--- src/rtl/tspl_pkg.sv ---
// tspl_pkg: shared constants, codes and types for the triangle strip point locator.
// No dependencies; imported by tspl_area and triangle_strip_point_locator_core.
package tspl_pkg;

  localparam int MAX_VERTICES_DEF = 64;
  localparam int COORD_BITS_DEF   = 16;
  localparam int MIN_VERTICES     = 3;

  localparam int VCOUNT_BITS    = 7;
  localparam int SLACK_BITS     = 20;
  localparam int CFG_DATA_BITS  = 20;
  localparam int CFG_INDEX_BITS = 1;

  localparam logic [VCOUNT_BITS-1:0] VCOUNT_RESET = 7'd40;
  localparam logic [SLACK_BITS-1:0]  SLACK_RESET  = 20'd13107;

  localparam logic [CFG_INDEX_BITS-1:0] REG_VERTEX_COUNT = 1'd0;
  localparam logic [CFG_INDEX_BITS-1:0] REG_AREA_SLACK   = 1'd1;

  localparam logic CMD_LOAD  = 1'b0;
  localparam logic CMD_QUERY = 1'b1;

  // sub-area order inside one triangle test
  localparam logic [1:0] STEP_ABC = 2'd0;
  localparam logic [1:0] STEP_ABP = 2'd1;
  localparam logic [1:0] STEP_APC = 2'd2;
  localparam logic [1:0] STEP_PBC = 2'd3;

  // read tags: which vertex a table read fetches
  localparam logic [2:0] TAG_CUR0 = 3'd0;
  localparam logic [2:0] TAG_CUR1 = 3'd1;
  localparam logic [2:0] TAG_CUR2 = 3'd2;
  localparam logic [2:0] TAG_CUR3 = 3'd3;
  localparam logic [2:0] TAG_PREV = 3'd4;

  typedef enum logic [2:0] {
    ST_IDLE,
    ST_RD,
    ST_FILL,
    ST_START,
    ST_TEST,
    ST_DONE
  } state_t;

  typedef enum logic [1:0] {
    TRIAL_CUR,
    TRIAL_NXT,
    TRIAL_PRV
  } trial_t;

  typedef struct packed {
    logic done;
    logic hit;
  } area_status_t;

endpackage

--- src/rtl/tspl_ram.sv ---
// tspl_ram: generic single-write, single-read synchronous RAM with registered read.
// No dependencies.
module tspl_ram #(
  parameter int WIDTH = 32,
  parameter int DEPTH = 64
) (
  input  logic                     clk,
  input  logic                     we,
  input  logic [$clog2(DEPTH)-1:0] waddr,
  input  logic [WIDTH-1:0]         wdata,
  input  logic                     re,
  input  logic [$clog2(DEPTH)-1:0] raddr,
  output logic [WIDTH-1:0]         rdata
);

  logic [WIDTH-1:0] mem [DEPTH];

  always_ff @(posedge clk) begin
    if (we) begin
      mem[waddr] <= wdata;
    end
    if (re) begin
      rdata <= mem[raddr];
    end
  end

endmodule

--- src/rtl/tspl_area.sv ---
// tspl_area: pipelined doubled-area test of one triangle against a point.
// Depends on tspl_pkg; two multipliers, one sub-area issued per cycle.
module tspl_area #(
  parameter int COORD_BITS = tspl_pkg::COORD_BITS_DEF
) (
  input  logic                                clk,
  input  logic                                rst,
  input  logic                                start,
  input  logic signed [COORD_BITS-1:0]        a_x,
  input  logic signed [COORD_BITS-1:0]        a_z,
  input  logic signed [COORD_BITS-1:0]        b_x,
  input  logic signed [COORD_BITS-1:0]        b_z,
  input  logic signed [COORD_BITS-1:0]        c_x,
  input  logic signed [COORD_BITS-1:0]        c_z,
  input  logic signed [COORD_BITS-1:0]        p_x,
  input  logic signed [COORD_BITS-1:0]        p_z,
  input  logic [tspl_pkg::SLACK_BITS-1:0]     slack,
  output tspl_pkg::area_status_t              status
);
  import tspl_pkg::*;

  localparam int DW = COORD_BITS + 1;
  localparam int PW = 2 * COORD_BITS + 2;
  localparam int AW = (2 * COORD_BITS + 4 > SLACK_BITS + 1) ? 2 * COORD_BITS + 4
                                                            : SLACK_BITS + 1;

  logic                  issuing;
  logic [1:0]            cnt;
  logic                  v1, v2, cmp_go, done_q, hit_q;
  logic [1:0]            t1, t2;
  logic signed [COORD_BITS-1:0] e0_x, e0_z, e1_x, e1_z, e2_x, e2_z;
  logic signed [DW-1:0]  d10_x, d10_z, d20_x, d20_z;
  logic signed [PW-1:0]  prod_p, prod_q;
  logic signed [PW:0]    dpq, dqp;
  logic [AW-1:0]         absd, whole, sum;

  always_comb begin
    e0_x = a_x; e0_z = a_z;
    e1_x = b_x; e1_z = b_z;
    e2_x = c_x; e2_z = c_z;
    case (cnt)
      STEP_ABC: begin
      end
      STEP_ABP: begin
        e2_x = p_x; e2_z = p_z;
      end
      STEP_APC: begin
        e1_x = p_x; e1_z = p_z;
      end
      STEP_PBC: begin
        e0_x = p_x; e0_z = p_z;
      end
      default: begin
      end
    endcase
  end

  assign d10_x = $signed({e1_x[COORD_BITS-1], e1_x}) - $signed({e0_x[COORD_BITS-1], e0_x});
  assign d10_z = $signed({e1_z[COORD_BITS-1], e1_z}) - $signed({e0_z[COORD_BITS-1], e0_z});
  assign d20_x = $signed({e2_x[COORD_BITS-1], e2_x}) - $signed({e0_x[COORD_BITS-1], e0_x});
  assign d20_z = $signed({e2_z[COORD_BITS-1], e2_z}) - $signed({e0_z[COORD_BITS-1], e0_z});

  assign dpq = $signed({prod_p[PW-1], prod_p}) - $signed({prod_q[PW-1], prod_q});
  assign dqp = $signed({prod_q[PW-1], prod_q}) - $signed({prod_p[PW-1], prod_p});

  always_ff @(posedge clk) begin
    if (rst) begin
      issuing <= 1'b0;
      cnt     <= STEP_ABC;
      v1      <= 1'b0;
      v2      <= 1'b0;
      cmp_go  <= 1'b0;
      done_q  <= 1'b0;
    end else begin
      v1     <= issuing;
      v2     <= v1;
      cmp_go <= v2 && (t2 == STEP_PBC);
      done_q <= cmp_go;
      if (start) begin
        issuing <= 1'b1;
        cnt     <= STEP_ABC;
      end else if (issuing) begin
        cnt <= cnt + 2'd1;
        if (cnt == STEP_PBC) begin
          issuing <= 1'b0;
        end
      end
    end
  end

  always_ff @(posedge clk) begin
    t1     <= cnt;
    t2     <= t1;
    prod_p <= d10_x * d20_z;
    prod_q <= d20_x * d10_z;
    absd   <= dpq[PW] ? AW'($unsigned(dqp)) : AW'($unsigned(dpq));
    if (v2) begin
      case (t2)
        STEP_ABC: whole <= absd + AW'(slack);
        STEP_ABP: sum   <= absd;
        default:  sum   <= sum + absd;
      endcase
    end
    if (cmp_go) begin
      hit_q <= (sum <= whole);
    end
  end

  assign status = '{done: done_q, hit: hit_q};

endmodule

--- src/rtl/triangle_strip_point_locator_core.sv ---
// triangle_strip_point_locator_core: top level, vertex table, query sequencer and result register.
// Depends on tspl_pkg, tspl_ram and tspl_area.
//
//  channel  signals                               dir  accepted when
//  in       in_valid in_stall cmd vertex_index    in   in_valid && !in_stall
//           pos_x pos_z
//  out      out_valid out_stall inside_res        out  out_valid && !out_stall
//           triangle_index
//  cfg      cfg_write cfg_index cfg_data          in   cfg_write
//
// A load writes the table directly. A query reads the current triangle and, on a miss,
// the next, then the previous one: three to five reads through the single table read
// port in all, and one test per triangle in the two-multiplier area unit. Input stalls
// for the whole query. The result waits in an output register; input reopens once
// it is loaded. Reset is synchronous: current triangle 0, vertex_count 40,
// area_slack 13107.
module triangle_strip_point_locator_core #(
  parameter int MAX_VERTICES = tspl_pkg::MAX_VERTICES_DEF,
  parameter int COORD_BITS   = tspl_pkg::COORD_BITS_DEF
) (
  input  logic                                  clk,
  input  logic                                  rst,
  input  logic                                  cfg_write,
  input  logic [tspl_pkg::CFG_INDEX_BITS-1:0]   cfg_index,
  input  logic [tspl_pkg::CFG_DATA_BITS-1:0]    cfg_data,
  input  logic                                  in_valid,
  output logic                                  in_stall,
  input  logic                                  cmd,
  input  logic [$clog2(MAX_VERTICES)-1:0]       vertex_index,
  input  logic signed [COORD_BITS-1:0]          pos_x,
  input  logic signed [COORD_BITS-1:0]          pos_z,
  output logic                                  out_valid,
  input  logic                                  out_stall,
  output logic                                  inside_res,
  output logic [$clog2(MAX_VERTICES)-1:0]       triangle_index
);
  import tspl_pkg::*;

  localparam int IW = $clog2(MAX_VERTICES);
  localparam int NW = $clog2(MAX_VERTICES + 1);

  state_t               state, state_next;
  trial_t               trial;
  logic [VCOUNT_BITS-1:0] vertex_count;
  logic [SLACK_BITS-1:0]  area_slack;
  logic [IW-1:0]        cur_tri, cur_r, rd_addr, res_idx, nxt_idx, prv_idx, cur_eff;
  logic [NW-1:0]        n_r, n_eff;
  logic [2:0]           rtag, rtag_q;
  logic                 rd_v_q, res_hit;
  logic                 in_accept, ram_we, ram_re, area_start, out_load;
  logic [2*COORD_BITS-1:0] ram_rdata;
  logic signed [COORD_BITS-1:0] px_r, pz_r;
  logic signed [COORD_BITS-1:0] vx [5];
  logic signed [COORD_BITS-1:0] vz [5];
  logic signed [COORD_BITS-1:0] a_x, a_z, b_x, b_z, c_x, c_z;
  area_status_t         area_st;

  function automatic logic [IW-1:0] wrap_inc(input logic [IW-1:0] x, input logic [NW-1:0] n);
    logic [31:0] nx;
    nx = 32'(x) + 32'd1;
    wrap_inc = (nx == 32'(n)) ? '0 : IW'(nx);
  endfunction

  assign in_accept = in_valid && !in_stall;
  assign ram_we    = in_accept && (cmd == CMD_LOAD) && (32'(vertex_index) < 32'(MAX_VERTICES));

  always_comb begin
    if (32'(vertex_count) < 32'(MIN_VERTICES)) begin
      n_eff = NW'(MIN_VERTICES);
    end else if (32'(vertex_count) > 32'(MAX_VERTICES)) begin
      n_eff = NW'(MAX_VERTICES);
    end else begin
      n_eff = NW'(vertex_count);
    end
    cur_eff = (32'(cur_tri) < 32'(n_eff)) ? cur_tri : '0;
  end

  assign nxt_idx = wrap_inc(cur_r, n_r);
  assign prv_idx = (cur_r == '0) ? IW'(32'(n_r) - 32'd1) : cur_r - IW'(1);

  tspl_ram #(
    .WIDTH (2 * COORD_BITS),
    .DEPTH (MAX_VERTICES)
  ) u_strip (
    .clk   (clk),
    .we    (ram_we),
    .waddr (vertex_index),
    .wdata ({pos_x, pos_z}),
    .re    (ram_re),
    .raddr (rd_addr),
    .rdata (ram_rdata)
  );

  always_comb begin
    case (trial)
      TRIAL_NXT: begin
        a_x = vx[TAG_CUR1]; a_z = vz[TAG_CUR1];
        b_x = vx[TAG_CUR2]; b_z = vz[TAG_CUR2];
        c_x = vx[TAG_CUR3]; c_z = vz[TAG_CUR3];
      end
      TRIAL_PRV: begin
        a_x = vx[TAG_PREV]; a_z = vz[TAG_PREV];
        b_x = vx[TAG_CUR0]; b_z = vz[TAG_CUR0];
        c_x = vx[TAG_CUR1]; c_z = vz[TAG_CUR1];
      end
      default: begin
        a_x = vx[TAG_CUR0]; a_z = vz[TAG_CUR0];
        b_x = vx[TAG_CUR1]; b_z = vz[TAG_CUR1];
        c_x = vx[TAG_CUR2]; c_z = vz[TAG_CUR2];
      end
    endcase
  end

  tspl_area #(
    .COORD_BITS (COORD_BITS)
  ) u_area (
    .clk    (clk),
    .rst    (rst),
    .start  (area_start),
    .a_x    (a_x),
    .a_z    (a_z),
    .b_x    (b_x),
    .b_z    (b_z),
    .c_x    (c_x),
    .c_z    (c_z),
    .p_x    (px_r),
    .p_z    (pz_r),
    .slack  (area_slack),
    .status (area_st)
  );

  always_ff @(posedge clk) begin
    if (rst) begin
      state <= ST_IDLE;
    end else begin
      state <= state_next;
    end
  end

  always_comb begin
    state_next = state;
    in_stall   = 1'b1;
    ram_re     = 1'b0;
    area_start = 1'b0;
    out_load   = 1'b0;
    case (state)
      ST_IDLE: begin
        in_stall = 1'b0;
        if (in_valid && (cmd == CMD_QUERY)) begin
          state_next = ST_RD;
        end
      end
      ST_RD: begin
        ram_re = 1'b1;
        if (rtag >= TAG_CUR2) begin
          state_next = ST_FILL;
        end
      end
      ST_FILL: state_next = ST_START;
      ST_START: begin
        area_start = 1'b1;
        state_next = ST_TEST;
      end
      ST_TEST: begin
        if (area_st.done) begin
          if (area_st.hit || (trial == TRIAL_PRV)) begin
            state_next = ST_DONE;
          end else begin
            state_next = ST_RD;
          end
        end
      end
      ST_DONE: begin
        if (!out_valid || !out_stall) begin
          out_load   = 1'b1;
          state_next = ST_IDLE;
        end
      end
      default: state_next = ST_IDLE;
    endcase
  end

  always_ff @(posedge clk) begin
    if (rst) begin
      vertex_count <= VCOUNT_RESET;
      area_slack   <= SLACK_RESET;
      cur_tri      <= '0;
      out_valid    <= 1'b0;
      rd_v_q       <= 1'b0;
    end else begin
      if (cfg_write) begin
        case (cfg_index)
          REG_VERTEX_COUNT: vertex_count <= cfg_data[VCOUNT_BITS-1:0];
          REG_AREA_SLACK:   area_slack   <= cfg_data[SLACK_BITS-1:0];
          default: begin
          end
        endcase
      end
      rd_v_q <= ram_re;
      if (out_load) begin
        out_valid <= 1'b1;
        cur_tri   <= res_idx;
      end else if (!out_stall) begin
        out_valid <= 1'b0;
      end
    end
  end

  always_ff @(posedge clk) begin
    rtag_q <= rtag;
    if (rd_v_q) begin
      vx[rtag_q] <= ram_rdata[2*COORD_BITS-1:COORD_BITS];
      vz[rtag_q] <= ram_rdata[COORD_BITS-1:0];
    end
    if (out_load) begin
      inside_res     <= res_hit;
      triangle_index <= res_idx;
    end
    case (state)
      ST_IDLE: begin
        px_r    <= pos_x;
        pz_r    <= pos_z;
        n_r     <= n_eff;
        cur_r   <= cur_eff;
        rd_addr <= cur_eff;
        rtag    <= TAG_CUR0;
        trial   <= TRIAL_CUR;
      end
      ST_RD: begin
        rtag    <= rtag + 3'd1;
        rd_addr <= wrap_inc(rd_addr, n_r);
      end
      ST_TEST: begin
        if (area_st.done) begin
          if (area_st.hit) begin
            res_hit <= 1'b1;
            case (trial)
              TRIAL_NXT: res_idx <= nxt_idx;
              TRIAL_PRV: res_idx <= prv_idx;
              default:   res_idx <= cur_r;
            endcase
          end else begin
            case (trial)
              TRIAL_CUR: trial <= TRIAL_NXT;
              TRIAL_NXT: begin
                trial   <= TRIAL_PRV;
                rd_addr <= prv_idx;
              end
              default: begin
                res_hit <= 1'b0;
                res_idx <= cur_r;
              end
            endcase
          end
        end
      end
      default: begin
      end
    endcase
  end

  assert property (@(posedge clk) disable iff (rst)
    in_accept && (cmd == CMD_QUERY) |=> in_stall)
    else $error("query did not block the input");

  assert property (@(posedge clk) disable iff (rst)
    (state != ST_IDLE) |-> !ram_we)
    else $error("table written during a query");

  assert property (@(posedge clk) disable iff (rst)
    area_st.done |-> (state == ST_TEST))
    else $error("area result outside the test phase");

  assert property (@(posedge clk) disable iff (rst)
    out_load |=> (32'(cur_tri) < 32'(n_r)) && out_valid)
    else $error("current triangle out of range after a query");

  assert property (@(posedge clk) disable iff (rst)
    $rose(out_valid) |-> ($past(state) == ST_DONE))
    else $error("result presented without a finished query");

endmodule
--- config.mk ---
export PLATFORM = sky130hd
export DESIGN_NAME = triangle_strip_point_locator_core
export DESIGN_NICKNAME = d
export VERILOG_FILES = /design/src/rtl/tspl_pkg.sv /design/src/rtl/tspl_ram.sv /design/src/rtl/tspl_area.sv /design/src/rtl/triangle_strip_point_locator_core.sv
export SDC_FILE = /design/constraint.sdc
export NUM_CORES = 2
export LEC_CHECK = 0
export ABC_AREA = 1
export BUFFER_PORTS_ARGS = -buffer_cell sky130_fd_sc_hd__buf_2
export CORE_ASPECT_RATIO = 1.75
export CORE_MARGIN = 2
export CORE_UTILIZATION = 57
export DETAILED_ROUTE_END_ITERATION = 6
export GPL_ROUTABILITY_DRIVEN = 1
export GPL_TIMING_DRIVEN = 0
export PLACE_DENSITY = 0.73
export SLEW_MARGIN = 20
export SYNTH_ARGS = -nofsm -noshare
export SYNTH_HDL_FRONTEND = slang
export SYNTH_HIERARCHICAL = 1
export SYNTH_SLANG_ARGS = --single-unit
--- constraint.sdc ---
create_clock -name clk -period 21.5 [get_ports clk]
set_clock_uncertainty 0.1 [all_clocks]
set_input_delay 4.3 -clock clk [delete_from_list [all_inputs] [get_ports clk]]
set_output_delay 4.3 -clock clk [all_outputs]
set_load 0.01 [all_outputs]
Yosys cells after proc, flatten, opt, wreduce, memory -nomap -nowiden. Memories as Yosys holds them, arrays and structs flattened. A register that Yosys moved wholly into a read port is not among the register bits. Index checks and enable logic that the tools add are counted.

Bits in registers: 299. Memory bits (writable): 2208. Input port bits: 65. Output and inout bits: 9. Word-level logic and storage cells: 161. Memories: 3.

Memory list: u_strip.mem (depth 64, bits a word 32, rd ports 1, clocked after memory_dff 1, write ports 1, RTL line tspl_ram.sv:16) `logic [WIDTH-1:0] mem [DEPTH];`; vx (depth 5, bits a word 16, rd ports 5, clocked after memory_dff 0, write ports 1, RTL line triangle_strip_point_locator_core.sv:53) `logic signed [COORD_BITS-1:0] vx [5];`; vz (depth 5, bits a word 16, rd ports 5, clocked after memory_dff 0, write ports 1, RTL line triangle_strip_point_locator_core.sv:54) `logic signed [COORD_BITS-1:0] vz [5];`.

Add/subtract/negate cells: 14. $mul: 2. $lt $le $gt $ge: 5. Equal/unequal tests: 23. Muxes and demuxes: 53. Bitwise gates (word level): 3. Reduce and logical (&&, ||, !) cells: 25.

Operators by type and width (count): $pmux 16 s2 (6); $mux 16 (6); $pmux 36 s2 (1); $sub 34x34->35 (2); $mul 17x17->34 (2); $sub 16x16->17 (4); $mux 6 (9); $add 36x20->36 (1); $add 36x36->36 (1); $le 36x36->1 (1); $mux 34 (1); $pmux 3 s6 (1); $pmux 6 s3 (1); $mux 1 (15); $mux 3 (5); $add 6x1->7 const B (2); $eq 7x7->1 (2); $mux 7 (2); $pmux 6 s2 (1); $reduce_and 4->1 (3); $sub 6x1->6 const B (2); $ne 2x1->1 const B (5); $eq 2x2->1 const B (4); $pmux 2 s2 (2); other kinds (26) (46).

Logic depth before layout (Yosys ltp).
Depth after elaboration: 6. Gate-level depth with buffers: 46. Depth with buffers taken out: 44.

Hierarchy. The synthesis kept the hierarchy.

Modules (own cells, without submodules): tspl_ram (instances 1, cells an instance 6769, area each 83058.4 um^2, sequential area each 62459.9 um^2); tspl_area (instances 1, cells an instance 5816, area each 41890.2 um^2, sequential area each 4474.3 um^2); triangle_strip_point_locator_core (instances 1, cells an instance 1196, area each 11911.4 um^2, sequential area each 7727.4 um^2).

Worst setup path before layout. Ideal clock, no wire load.

Kind: input -> register. Start: in in_valid. End: mem u_strip.mem[48][0], enable pin. Library setup time: 0.502 ns. Arrival: 8.151 ns. Required time: 20.898 ns. Slack: 12.747 ns. Stages on the path: 5. Buffers on the path: 1. Cell sequence: nand2_1 > nor2_1 > clkbuf_1 > nand4_1 > nor4_1.

Word-level cells in the longest chain between the ends: 4.

Ends and longest elaborated chain: start, declared (RTL line triangle_strip_point_locator_core.sv:26) `input logic in_valid,`; $logic_and 1x1->1 (RTL line triangle_strip_point_locator_core.sv:64) `assign in_accept = in_valid && !in_stall;`; $logic_and 1x1->1 (RTL line triangle_strip_point_locator_core.sv:65) `assign ram_we = in_accept && (cmd == CMD_LOAD) && (32'(vertex_index) < 32'(MAX_VERTICES));`; named net ram_we (RTL line triangle_strip_point_locator_core.sv:50) `logic in_accept, ram_we, ram_re, area_start, out_load;`; $mux 1 (RTL line tspl_ram.sv:19) `if (we) begin`; $mux 1 (implied by the code) (RTL line tspl_ram.sv:20) `mem[waddr] <= wdata;`; end, declared (RTL line tspl_ram.sv:16).

The timed path passes the listed nets, and every way through them passes these cells.

Worst setup path after layout.
Start: reg trial[0]. End: reg u_area.prod_q[25].

Word-level cells in the longest chain between the ends: 5. Elaborated cells on any way between the ends: 13. Those cells by class: add/sub (2); mul (1); eq/ne (2); mux (8).

Ends and longest elaborated chain: start, declared (RTL line triangle_strip_point_locator_core.sv:43) `trial_t trial;`; start signal, assigned (RTL line triangle_strip_point_locator_core.sv:227) `trial <= TRIAL_CUR;`; start signal, assigned (RTL line triangle_strip_point_locator_core.sv:244) `TRIAL_CUR: trial <= TRIAL_NXT;`; start signal, assigned (RTL line triangle_strip_point_locator_core.sv:246) `trial <= TRIAL_PRV;`; $eq 2x2->1 / $eq 2x1->1 (equally long branches) (RTL line triangle_strip_point_locator_core.sv:95) `case (trial)`; $pmux 16 s2 * (RTL line triangle_strip_point_locator_core.sv:95); named net a_x[1] (RTL line triangle_strip_point_locator_core.sv:55) `logic signed [COORD_BITS-1:0] a_x, a_z, b_x, b_z, c_x, c_z;`; $mux 16 * (RTL line tspl_area.sv:41) `case (cnt)`; $sub 16x16->17 * (RTL line tspl_area.sv:60) `assign d20_x = $signed({e2_x[COORD_BITS-1], e2_x}) - $signed({e0_x[COORD_BITS-1], e0_x});`; $mul 17x17->34 * (RTL line tspl_area.sv:95) `prod_q <= d20_x * d10_z;`; end signal, assigned (RTL line tspl_area.sv:95); end, declared (RTL line tspl_area.sv:33) `logic signed [PW-1:0] prod_p, prod_q;`.

The timed path passes the listed nets; every way through them passes the cells marked *. A chain may end at the register's enable or synchronous reset.

==> flow_summary.toml <==
[synth]
avgSynthCellArea_um2 = 9.931
synth_area_leaders = "edfxtp_1 (52%), nand2_1 (11%), fa_1 (8.8%)"
synth_seq_cells = 2538
synth_top_family_by_area = "simple AND/OR/NAND/NOR gates"
synth_adder_area_share_pct = 12.52
synth-edff-count = 2383
yosys.area.top_type_share_pct = 52.29
ys_seq_area_share_pct = 54.55
synth_warnings = 6
ys_types = 60
synth_compound_area_share_pct = 3.219
synth_area_mm2 = 0.1369
synthMuxAreaShare_pct = 0.2935
yosys.area_share.xor_xnor_pct = 1.204
synth_largest_area_cell = "edfxtp_1"
synth_flop_cell = "edfxtp_1"
async_flop_share_pct = 0
syn-num-nets = 14855
synthCells = 13781
post_synth_and_or_nand_nor_area_fraction_pct = 22.10

[critical_path]
setup.worst_path.end_class = "flip-flop"
startpoint_type = "flip-flop"
crit_start = "trial[0]$_SDFFCE_PN0P_"
cp_data_arrival_time_ps = 12430
ff2ff_path_depth = 35
r2r_start = "trial[0]$_SDFFCE_PN0P_"
crit_type = "reg2reg"
slowest_delay_ps = 940
path_buf_inv = 9
path_max_fanout = 10
crit_required_ps = 22120
r2r_slack_ps = 9680
crit_slowest_cell = "o21ai_1"
path_delay_family = "adder cells"
critPathMostFrequentCell = "fa_1"
regToRegEndpoint = "u_area/prod_q[25]$_DFF_P_"

[global_routing]
grt_pass1_vias = 110904
grt_usage_pct = 48.31
met3_usage_pct = 12.57
grt_antenna_before_repair = 57
grt_overflow = 0
grt_max_degree = 57
top_usage_layer = "met2"
met1_usage_pct = 44.97
grt_use_met2_pct = 78.80
grt_pass1_wl_mm = 814.3

[clocking]
clock_sinks = 2538
postCtsSetupBuffers = 0
cts_tree = "done"
cts_resized = 0
cts.clk_slew.worst_paths_ps = 70
htreeDepth = 4
insertion_delay_ps = 960
clock-root-buffer = "clkbuf_16"
cts_max_path_buffers = 4
cts_buffers = 225
postCtsHoldBufs = 0

[min_path]
hp-class = "reg2reg"
holdPathStages = 0
whs_endpoint = "u_area/t2[1]$_DFF_P_"
hp-start = "u_area/t1[1]$_DFF_P_"

[floorplan]
dieWidth_um = 374.4
die_height_um = 652.2
ios = 74
initial_core_util_pct = 57.16
core_mm2 = 0.2394
num_rows = 238
dieArea_mm2 = 0.2442

[detailed_routing]
first_iter_violations = 14572
ant_nets = 0
drt_wl_total_mm = 590.2
vias = 112487
dr.pass1.iters = 7
wl_per_cell_um = 33.36
drcViolationCount = 0
via_per_inst = 6.358

[place]
io_buffers = 70
dp_hpwl_mm = 447.0
gp_congestion = 1.094

[layout]
syn_to_final_growth_pct = 12.34
mostFrequentLayoutCells = "nand2_1 (3937), edfxtp_1 (2383), nand3_1 (2226), inv_1 (1403), nor2_1 (689)"
drive_above_1_share_pct = 8.656
final_common_cell = "nand2_1"
nets = 15407

[run_status]
status = "finished clean"

[sta]
max_freq_ghz = 0.08463
worst-slew-pin-transition_ps = 1383
slew_headroom_pct = 7.538
final.min_clock_period_ps = 11820
setup_viol = 0
hold_viol = 0
fin_setup_tns_ps = 0
finalCritPeriodShare_pct = 54.96
rsz0062_at_grt = "false"
drv_slew = 0

[job]
maxCapViolations = 0
==> area by class of cell <==
| type | instances | area [µm²] |
|---|---|---|
| Antenna cell | 60 | 150.1 |
| Fill cell | 19466 | 85670 |
| Timing Repair Buffer | 325 | 4771 |
| Inverter | 1436 | 5393 |
| Multi-Input combinational cell | 9198 | 54610 |
| Clock inverter | 137 | 1435 |
| Sequential cell | 2538 | 74660 |
| Buffer | 609 | 2980 |
| Tap cell | 3120 | 3904 |
| Clock buffer | 268 | 5843 |
==> kinds of logic (layout without fill, tap and decap cells) <==
| kind of cell | Yosys count | in the layout |
|---|---|---|
| simple gates | 7151 | 7151 |
| flops | 2538 | 2538 |
| buf+inv | 2045 | 2775 |
| fa+ha+maj | 1009 | 1009 |
| compound gates | 817 | 817 |
| xor+xnor | 184 | 184 |
| mux | 37 | 37 |
| other cells | 0 | 60 |
==> state kept, by name (all words and copies together), names as in the netlist, 6 cells and up <==
signal,flops
area_slack,20
cur_r,6
cur_tri,6
n_r,7
px_r,16
pz_r,16
rd_addr,6
res_idx,6
triangle_index,6
u_area/absd,35
u_area/prod_p,34
u_area/prod_q,34
u_area/sum,36
u_area/whole,36
u_strip/mem,2048
u_strip/rdata,32
vertex_count,7
vx,80
vz,80
==> layer usage <==
metal | wire (µm) | up-vias
li1 | - | 47122
met1 | 160900 | 53364
met2 | 277700 | 8537
met3 | 58800 | 3450
met4 | 92740 | 14
met5 | 97 | -
==> Yosys cell counts, types with 19 or more instances <==
| master | n |
|---|---|
| nor2_1 | 748 |
| a21oi_1 | 331 |
| xnor2_1 | 52 |
| dfxtp_1 | 155 |
| nand4_1 | 82 |
| buf_2 | 327 |
| nand2_1 | 3937 |
| o22ai_1 | 32 |
| nand3b_1 | 24 |
| a21o_1 | 26 |
| fa_1 | 601 |
| buf_4 | 50 |
| inv_1 | 1404 |
| nor4_1 | 19 |
| mux2_2 | 25 |
| nand3_1 | 2231 |
| ha_1 | 408 |
| xor2_1 | 128 |
| edfxtp_1 | 2383 |
| or2_2 | 21 |
| buf_1 | 53 |
| nor3_1 | 42 |
| clkbuf_1 | 159 |
| o21ai_0 | 335 |
| o21bai_1 | 42 |
==> stage by stage <==
step | hold slack, ps | instance area [µm²] | utilization [%] | std cells | setup slack (ps)
after floorplan | 209.6 | 136900 | - | 13781 | 12750
after global placement | 210.6 | 141100 | 58.94 | 16971 | 5604
after detailed placement | 212.1 | 146300 | 61.09 | 17225 | 10060
after CTS | 228.5 | 153600 | 64.13 | 17630 | 10050
after global routing | 245.4 | 153600 | 64.17 | 17649 | 9480
final | 228.9 | 153800 | 64.22 | 17691 | 9684
==> worst max path at each step <==
| stage | endpoint | slack (ps) | cells after the start |
|---|---|---|---|
| 2_1_floorplan | u_strip/mem[48][0]$_DFFE_PP_ | 12750 | 5 |
| 3_3_place_gp | u_strip/mem[50][28]$_DFFE_PP_ | 5600 | 6 |
| 3_5_place_dp | u_area/prod_q[24]$_DFF_P_ | 10060 | 34 |
| 4_1_cts | u_area/prod_q[24]$_DFF_P_ | 10050 | 34 |
| 5_1_grt | u_area/prod_q[25]$_DFF_P_ | 9480 | 40 |
| 6_report | u_area/prod_q[25]$_DFF_P_ | 9680 | 35 |
==> worst reg2reg max path, delay by kind of cell, from the launching register on <==
kind                     cells  cell delay (ps)
XOR/XNOR                     1              650
buffers and inverters        9             2080
adder cells (fa/ha/maj)      9             4390
AO/OA/AOI/OAI                7             2390
flip-flops                   1              420
AND/OR/NAND/NOR              9             1630
Power is not shown: default switching activity piles up to over one toggle a cycle in this logic, so the estimate is an artifact.
